$ cat config.mk
export PLATFORM = sky130hd
export DESIGN_NAME = pif_ctrl
export DESIGN_NICKNAME = d
export VERILOG_FILES = /design/src/pif_pkg.sv /design/src/pif_ctrl.sv
export SDC_FILE = /design/constraint.sdc
export NUM_CORES = 1
export LEC_CHECK = 0
export BUFFER_PORTS_ARGS = -buffer_cell sky130_fd_sc_hd__buf_2
export CORE_AREA = 3 3 40 42
export DETAILED_ROUTE_END_ITERATION = 6
export DIE_AREA = 0 0 43 45
export SLEW_MARGIN = 5
export SYNTH_ARGS = -nofsm -noshare
export SYNTH_HDL_FRONTEND = slang
export SYNTH_SLANG_ARGS = --single-unit
export TNS_END_PERCENT = 20
$ cat constraint.sdc
create_clock -name clk -period 1.9 [get_ports clk]
set_input_delay 0.285 -clock clk [delete_from_list [all_inputs] [get_ports clk]]
set_output_delay 0.285 -clock clk [all_outputs]
set_load 0.03 [all_outputs]
$ cat src/pif_pkg.sv
`timescale 1ns / 1ps
// shared types and constants of the polyphase interpolating fir filter
// no dependencies

package pif_pkg;

  // field widths of the transactions
  localparam int CMD_W    = 2;
  localparam int IDX_W    = 8;
  localparam int COEFF_W  = 16;
  localparam int SAMPLE_W = 16;
  localparam int PHASE_W  = 2;
  localparam int PROD_W   = SAMPLE_W + COEFF_W;
  localparam int FRAC     = 15;

  // filter geometry, bounded by the coefficient index and phase widths
  localparam int TAPS   = 33;
  localparam int INTERP = 4;

  // command codes of an input transaction
  localparam logic [CMD_W-1:0] CMD_LOAD    = 2'd0;
  localparam logic [CMD_W-1:0] CMD_PUSH    = 2'd1;
  localparam logic [CMD_W-1:0] CMD_COMPUTE = 2'd2;

  // controller to datapath commands
  typedef struct packed {
    logic coeff_wr;  // write coefficient store
    logic push;      // write delay line, advance write pointer
    logic start;     // latch addresses, clear accumulators
    logic issue;     // read one tap pair
    logic out_load;  // round, saturate, fill output register
  } ctrl_cmd_t;

  // datapath to controller status
  typedef struct packed {
    logic pipe_busy;  // read or multiply stage still holds a tap
  } ctrl_status_t;

endpackage

$ cat src/pif_ctrl.sv
`timescale 1ns / 1ps
// controller of the polyphase interpolating fir filter: handshakes and tap sequencing
// depends on pif_pkg

module pif_ctrl (
  input  logic                          clk,
  input  logic                          rst_n,
  input  logic                          in_valid,
  output logic                          in_ready,
  input  logic [pif_pkg::CMD_W-1:0]     in_command,
  output logic                          out_valid,
  input  logic                          out_ready,
  output pif_pkg::ctrl_cmd_t            cmd,
  input  pif_pkg::ctrl_status_t         status
);

  localparam int TAPS  = pif_pkg::TAPS;
  localparam int PTR_W = $clog2(TAPS);

  localparam logic [1:0] ST_IDLE  = 2'd0;
  localparam logic [1:0] ST_RUN   = 2'd1;
  localparam logic [1:0] ST_DRAIN = 2'd2;

  logic [1:0]       state_r, state_nxt;
  logic [PTR_W-1:0] cnt_r, cnt_nxt;
  logic             out_valid_r, out_valid_nxt;
  logic             accept;
  logic             out_free;

  assign in_ready  = (state_r == ST_IDLE);
  assign accept    = in_valid && in_ready;
  assign out_free  = !out_valid_r || out_ready;
  assign out_valid = out_valid_r;

  // next state and datapath commands
  always_comb begin
    state_nxt    = state_r;
    cnt_nxt      = cnt_r;
    cmd          = '0;
    cmd.coeff_wr = accept && (in_command == pif_pkg::CMD_LOAD);
    cmd.push     = accept && (in_command == pif_pkg::CMD_PUSH);
    cmd.start    = accept && (in_command == pif_pkg::CMD_COMPUTE);
    unique case (state_r)
      ST_IDLE: begin
        if (cmd.start) begin
          state_nxt = ST_RUN;
          cnt_nxt   = '0;
        end
      end
      ST_RUN: begin
        cmd.issue = 1'b1;
        if (cnt_r == PTR_W'(TAPS - 1)) begin
          state_nxt = ST_DRAIN;
        end else begin
          cnt_nxt = cnt_r + PTR_W'(1);
        end
      end
      ST_DRAIN: begin
        if (!status.pipe_busy && out_free) begin
          cmd.out_load = 1'b1;
          state_nxt    = ST_IDLE;
        end
      end
      default: begin
        state_nxt = ST_IDLE;
      end
    endcase
  end

  // output valid flag
  always_comb begin
    out_valid_nxt = out_valid_r;
    priority if (cmd.out_load) begin
      out_valid_nxt = 1'b1;
    end else if (out_ready) begin
      out_valid_nxt = 1'b0;
    end
  end

  always_ff @(posedge clk) begin
    if (!rst_n) begin
      state_r     <= ST_IDLE;
      cnt_r       <= '0;
      out_valid_r <= 1'b0;
    end else begin
      state_r     <= state_nxt;
      cnt_r       <= cnt_nxt;
      out_valid_r <= out_valid_nxt;
    end
  end

endmodule

; Word level (Yosys, flattened, before mapping)
; Cells that the tools add are included.
[totals]
register_bits = 9
input_bits = 7
output_inout_bits = 7
elab_cells = 39
[op_classes]
add_sub_neg = 1
n_eq_ne = 9
mux = 12
reduce_logical = 14
[ops]
columns = op, count
row1 = $mux W6, 2
row2 = $pmux W6 S2, 1
row3 = $add A6 B1 Y6 const B, 1
row4 = $eq A6 B6 Y1 const B, 1
row5 = $mux W2, 3
row6 = $ne A2 B2 Y1 const B, 3
row7 = $pmux W2 S3, 1
row8 = $reduce_and A3 Y1, 2
row9 = $logic_and A1 B1 Y1, 5
row10 = $mux W1, 5
row11 = $eq A2 B1 Y1 const B, 2
row12 = $eq A2 B2 Y1 const B, 2
row13 = $logic_not A2 Y1, 2
row14 = $reduce_bool A2 Y1, 2
row15 = $logic_not A1 Y1, 2
row16 = $ne A2 B1 Y1 const B, 1
row17 = $logic_or A1 B1 Y1, 1

; Logic depth before layout (Yosys ltp)
; Gate-level depths: netlist of the first run.
[depth]
depth_word = 6
depth_mapped = 6
ltp_nobuf = 6

; Worst setup path after synthesis of the first run
; Ideal clock, no wire load.
[synth_path]
path_type = reg2out
from = register state_r[0]
to = output cmd[3] (netlist bit)
arrival_time_ns = 1.388
required_ns = 1.615
slack_ns = 0.227
stages_incl_launch_ff = 4
n_path_buf = 1
path_cell_list = dfxtp_1 > buf_4 > nor2_1 > and4b_1
[synth_lines]
columns = element, line_no
row1 = "start, declared", pif_ctrl.sv:24  ; logic [1:0] state_r, state_nxt;
row2 = "start signal, assigned", pif_ctrl.sv:86  ; state_r <= state_nxt;
row3 = "end, declared", pif_ctrl.sv:13  ; output pif_pkg::ctrl_cmd_t cmd,

==> metrics.txt, run 1 <==
RSZ-0062 raised after global routing=false; Post CTS Setup Buffer Count=0; Detailed Route WL=1.04 mm; Pwr per Cell Area=about 640 mW/mm2; multi-input combinational cell area=310 um2; Synth Area per Inst=slightly below 9 um2; vias in the first global route=402; Detailed Place HPWL=764 um; die height=45 um; Post-Synthesis Cell Area=532 um2; Gate power share=12.2%; Ys Warns=0; CTS sink count=9; GRT Total Usage=12.8%; worst hold path stage count=3; Bufs and invs on worst path=1; Worst Setup Start Kind=flip-flop; I/O Pins=14; top cell type's share of synthesized area=approximately a third; Arr. time, crit path=about 1.5 ns; Sw Share=26.3%; FF-to-FF path depth=6; die area=0.00194 mm2; num rows=13; Fmax achieved=between 500 and 600 MHz; DRC Markers=0; drt first pass iters=4; Starting Density=41.4%; CP Cell Sequence=nor2b_1 > or2_2 > nor3b_1 > buf_2; DIE WIDTH=43 um; Layout Cells excl Fill=89; relative slew slack=74.2%; worst hold-check path type=in -> reg; HP Start=out_ready; reg2reg start=cnt_r[0]$_SDFFE_PN0P_; FF+latch count, synth=9; TritonCTS clock tree=done; worst-margin pin slew=0.386 ns; Sw Pwr=103 uW; Crit path max-delay family=simple AND/OR/NAND/NOR gates; max-slew violations=0; area leader, netlist=dfxtp_1; max-cap viol count=0; Root Driver=clkbuf_4; minimum clock period=1.75 ns; Reg power frac=between 40 and 50%; Net Count, Synth=70; critical setup path kind=reg -> out; outcome=finished clean; htree depth=1; Storage cell area=between 150 and 200 um2; register area share after synthesis=33.9%; ant diodes=0; routability cong.=0.748; Setup TNS=0 ns; endpoints failing hold=0; Leak Pwr=0.000246 uW; Hold Path End=out_valid$_SDFFE_PN0P_; CP max stage delay=roughly 0.30 ns; CP max stage cell=dfxtp_1; clk_lat worst skew=0.26 ns; DR iter-0 viols=9; total grt overflow=0; post-CTS sizing=0; Crit Path Max Fanout=2; final net count=84; Internal Power=a little under 300 uW; Post-CTS Hold Fix Bufs=0; Post-Syn Instances=61; first-pass GRT wire length=1.73 mm; Clk pwr share=38.0%; Synth area leaders=dfxtp_1 (34%), nand2_1 (4.9%), ha_1 (4.7%); Synth cell types=32; CTS buffer count=3; antenna violations before repair=0; per-cell routed wire length=between 10 and 15 um; flop2flop setup slack=about 0.36 ns; worst vdd ir=0.000394 V; Data required, critical path=1.62 ns; Fillers=128; area grow syn2layout=15.8%; Layout Skew=0.00245 ns; layout cells sized above 1=25.7%; IO buf count=13; largest net degree at the start of global routing=16; placed cells=between 80 and 90; post-route ant nets=0; crit share post-route=92.0%; count of final setup violators=0; vias per cell=5.54; Clk pin slew, worst setup/hold paths=0.06 ns; Crit. End Element=output pin; core footprint=0.00128 mm2; Longest Clk Path Bufs=2; RR Endpoint=cnt_r[1]$_SDFFE_PN0P_; vias post-DR=approximately 490
==> cells in the mapped netlist <==
cell and number:
dfxtp_1 9, nand2_1 7, inv_1 4, buf_4 3, nand3_1 3, o21ai_0 3, a31oi_1 2, and4b_1 2
ha_1 2, nand4_1 2, nor2_1 2, o31a_1 2, a211oi_4 1, a21boi_0 1, and2_1 1, and2b_2 1
and3_1 1, and4_1 1, clkbuf_1 1, mux2i_1 1, nand3b_1 1, nand4b_1 1, nand4bb_1 1, nor2b_1 1
nor3b_1 1, nor4b_1 1, o211ai_1 1, o21a_1 1, o21ai_1 1, o221ai_1 1, o22ai_1 1, or2_2 1
==> state kept, by name (all words and copies together) (netlist names) <==
register and count:
state_r 2, out_valid 1, cnt_r 6
==> metrics by stage <==
| stage | setup slack, ns | hold slack (ns) | instance area [um2] | util (%) | power, uW |
|---|---|---|---|---|---|
| 2_1_floorplan | 0.227 | 0.432 | 532 | - | 234 |
| 3_3_place_gp | 0.397 | 0.475 | 589 | 45.9 | 249 |
| 3_5_place_dp | 0.354 | 0.474 | 589 | 45.9 | 249 |
| 4_1_cts | 0.130 | 0.357 | 616 | 47.9 | 402 |
| 5_1_grt | 0.0328 | 0.360 | 616 | 47.9 | 421 |
| 6_report | 0.152 | 0.360 | 616 | 47.9 | 394 |
==> routing by layer <==
layer  track usage, %  wire (um)  part of all wire (%)  vias to the layer above
met3             3.98         60                   5.8                        7
met4             12.7         51                   4.9                        0
met1             14.5        482                    47                      224
met2             18.6        441                    43                       14
met5                0          0                     0                        -
li1                 -          -                     -                      248
==> power by group through the flow <==
| stage | logic (uW) | clock network [uW] | registers, uW |
|---|---|---|---|
| floorplan | 37.2 | 0 | 197 |
| global placement | 48.7 | 0 | 200 |
| detailed placement | 48.5 | 0 | 200 |
| CTS | 48.7 | 157 | 196 |
| global route | 52.8 | 172 | 196 |
| finish | 48.1 | 150 | 196 |
==> placed cells by master (no fill, tap or decap), drive strengths merged, types with 2 or more instances in the layout <==
master,netlist,routed
o31a,2,2
nor2,2,2
nand3,3,3
clkbuf,1,4
a31oi,2,2
inv,4,4
buf,3,13
o21ai,4,4
ha,2,2
dfxtp,9,9
nand2,7,7
nand4,2,2
and4b,2,2
==> final cells by class <==
type	count	share of cell area, %
multi-input cells	44	50.4
flip-flops and latches	9	29.3
repair buffers	13	10.6
clock buffers	4	4.27
well taps	15	3.05
inverters	4	2.44
==> worst max-delay path by stage <==
stage,from,cells past startpoint,end,slack (ns)
global placement,cnt_r[0]$_SDFFE_PN0P_,6,cnt_r[1]$_SDFFE_PN0P_,0.40
floorplan,state_r[0]$_SDFFE_PN0P_,3,cmd[3],0.23
finish,out_valid$_SDFFE_PN0P_,4,cmd[0],0.15
CTS,out_valid$_SDFFE_PN0P_,4,cmd[0],0.13
detailed placement,cnt_r[0]$_SDFFE_PN0P_,6,cnt_r[1]$_SDFFE_PN0P_,0.35
global route,out_valid$_SDFFE_PN0P_,4,cmd[0],0.03
==> logic make-up after synthesis <==
group                    Yosys count  synth area share, %
flip-flops                         9                 33.9
multiplexers                       1                 1.88
adder cells (fa/ha/maj)            2                 4.71
AND/OR/NAND/NOR                   27                 31.5
AO/OA/AOI/OAI                     14                 20.2
buffers and inverters              8                 7.76
==> worst min-delay path: stages <==
cell and delay (ns):
buf_2 0.08, nor2b_1 0.04, o21a_1 0.17
No activity file was read; power rests on OpenSTA's default activity.
==> run 2, diff against run 1 <==
- ABC_CLOCK_PERIOD_IN_PS: not set -> 1900
- CELL_PAD_IN_SITES_DETAIL_PLACEMENT: not set -> 0
- CELL_PAD_IN_SITES_GLOBAL_PLACEMENT: not set -> 1
- CORE_AREA: 3 3 40 42 -> not set
- CORE_MARGIN: not set -> 3
- CORE_UTILIZATION: not set -> 35
- DIE_AREA: 0 0 43 45 -> not set
- PLACE_DENSITY_LB_ADDON: not set -> 0.1
==> run 2 against run 1 <==
Setup slack got worse by 0.0083 ns; register-to-register slack about the same; clock skew down 0.00092 ns; power shrank 0.16%; global-route usage shrank 1.3 points; maximum frequency shrank 0.48%; via count fell by 4.3%; clock-buffer cell count decreased by 1; sequential power hardly changed; clock power is essentially flat; wire length down 0.68%; highest routed layer unchanged.
==> metrics.txt, run 2 (synthesis gave the netlist of run 1 again) <==
drt first pass iters=5 (+1); vias per cell=5.30 (-4.3%); DIE WIDTH=45.0 um (+4.6%); die height=45.0 um (about the same); minimum clock period=1.76 ns (+0.00835 ns); Arr. time, crit path=1.47 ns (about the same); Setup TNS=0 ns (unchanged); endpoints failing hold=0 (unchanged); antenna violations before repair=0 (unchanged); Clk pwr share=38.0% (about the same); Detailed Route WL=1.03 mm (-0.68%); critical setup path kind=reg -> out; Worst Setup Start Kind=flip-flop; Post-CTS Hold Fix Bufs=0 (unchanged); Gate power share=12.3% (about the same); Post CTS Setup Buffer Count=0 (unchanged); ant diodes=0 (unchanged); commonest non-fill, non-tap cells in the layout=buf_2 (13), dfxtp_1 (9), nand2_1 (7); TritonCTS clock tree=done; Clk pin slew, worst setup/hold paths=0.06 ns (about the same); CTS buffer count=3 (unchanged); placed cells=85 (unchanged); htree depth=1 (unchanged); crit share post-route=92.4% (+0.44 points); clk_lat worst skew=0.26 ns (about the same); layout cells sized above 1=27.0% (+1.4 points); Layout Cells excl Fill=89 (unchanged); core footprint=0.00137 mm2 (+6.3%); commonest non-fill, non-tap cell in the layout=buf_2; Starting Density=38.9% (-2.5 points); Detailed Place HPWL=762 um (-0.20%); post-CTS sizing=0 (unchanged); worst hold-check path type=in -> reg; Fmax achieved=569 MHz (-0.48%); Power Total=394 uW (-0.16%); CTS sink count=9 (unchanged); post-route ant nets=0 (unchanged); max-cap viol count=0 (unchanged); worst-margin pin slew=0.372 ns (-0.0134 ns); Leak Pwr=0.000249 uW (+1.1%); Layout Skew=0.00153 ns (-0.000923 ns); RSZ-0062 raised after global routing=false; routability cong.=0.725 (-3.2%); num rows=13 (unchanged); largest net degree at the start of global routing=16 (unchanged); Sw Share=27.0% (+0.71 points); Sw Pwr=106 uW (+2.5%); relative slew slack=75.1% (+0.85 points); I/O Pins=14 (unchanged); outcome=finished clean; Crit Path Max Fanout=2 (unchanged); worst vdd ir=0.000398 V (+1.0%); total grt overflow=0 (unchanged); final net count=84 (unchanged); max FFs per register=6 (unchanged); Reg power frac=49.8% (about the same); Crit. End Element=output pin; max-slew violations=0 (unchanged); Fin Hold WS=0.351 ns (-0.00892 ns); Data required, critical path=1.62 ns (about the same); vias in the first global route=371 (-7.7%); die area=0.00202 mm2 (+4.6%); Internal Power=287 uW (-1.1%); DRC Markers=0 (unchanged); per-cell routed wire length=11.6 um (-0.68%); Biggest register=cnt_r; GRT Total Usage=11.4% (-1.3 points); Fillers=147 (+15%); Pwr per Cell Area=638 mW/mm2 (-0.36%); first-pass GRT wire length=1.59 mm (-8.0%); area grow syn2layout=16.0%; Root Driver=clkbuf_4; count of final setup violators=0 (unchanged); Longest Clk Path Bufs=2 (unchanged); final worst slack=0.143 ns (-0.00835 ns); IO buf count=13 (unchanged); vias post-DR=472 (-4.3%); Setup Slack @ Placement=0.361 ns (+0.00676 ns); DR iter-0 viols=7 (-2)
run 2: power groups by stage:
stage / logic (uW) / registers (uW) / clock network, uW
after detailed placement: 48.6 / 200 / 0
after global placement: 49.2 / 200 / 0
final: 48.3 / 196 / 149
after global routing: 52.6 / 196 / 168
after floorplan: 37.2 / 197 / 0
after CTS: 48.8 / 196 / 157
run 2: area by class of cell:
cell class	count	area (um2)	area share, %
clock buffer	3	22.5	3.65
clock inverter	1	5.00	0.811
inverter	4	15.0	2.43
multi-input combinational	44	310	50.3
sequential	9	180	29.2
tap	15	18.8	3.04
timing repair buffer	13	65.1	10.5
run 2: metal layers:
metal	part of all wire, %	GRT usage (%)	vias to the layer above
met2	45	15.3	7
met3	4.9	6.37	2
met4	1.5	7.02	0
met5	0	0	-
li1	-	-	250
met1	49	14.1	213
run 2: stage by stage:
step | cell area [um2] | utilization [%]
global route | 617 | 45.1
detailed placement | 589 | 43.1
CTS | 617 | 45.1
finish | 617 | 45.1
floorplan | 532 | -
global placement | 589 | 43.1
run 2: worst paths after layout:
path | startpoint | end | slack, ns | cells after the start
max | out_valid$_SDFFE_PN0P_ | cmd[0] | 0.14 | 4
max reg2reg | cnt_r[0]$_SDFFE_PN0P_ | cnt_r[1]$_SDFFE_PN0P_ | 0.36 | 6
min | out_ready | out_valid$_SDFFE_PN0P_ | 0.35 | 3
min reg2reg | cnt_r[5]$_SDFFE_PN0P_ | cnt_r[5]$_SDFFE_PN0P_ | 0.47 | 1
run 2: worst max-delay path, cell delays in order, from the launching register on:
cell	delay, ns
dfxtp_1	0.30
nor2b_1	0.13
or2_2	0.28
nor3b_1	0.25
buf_2	0.24
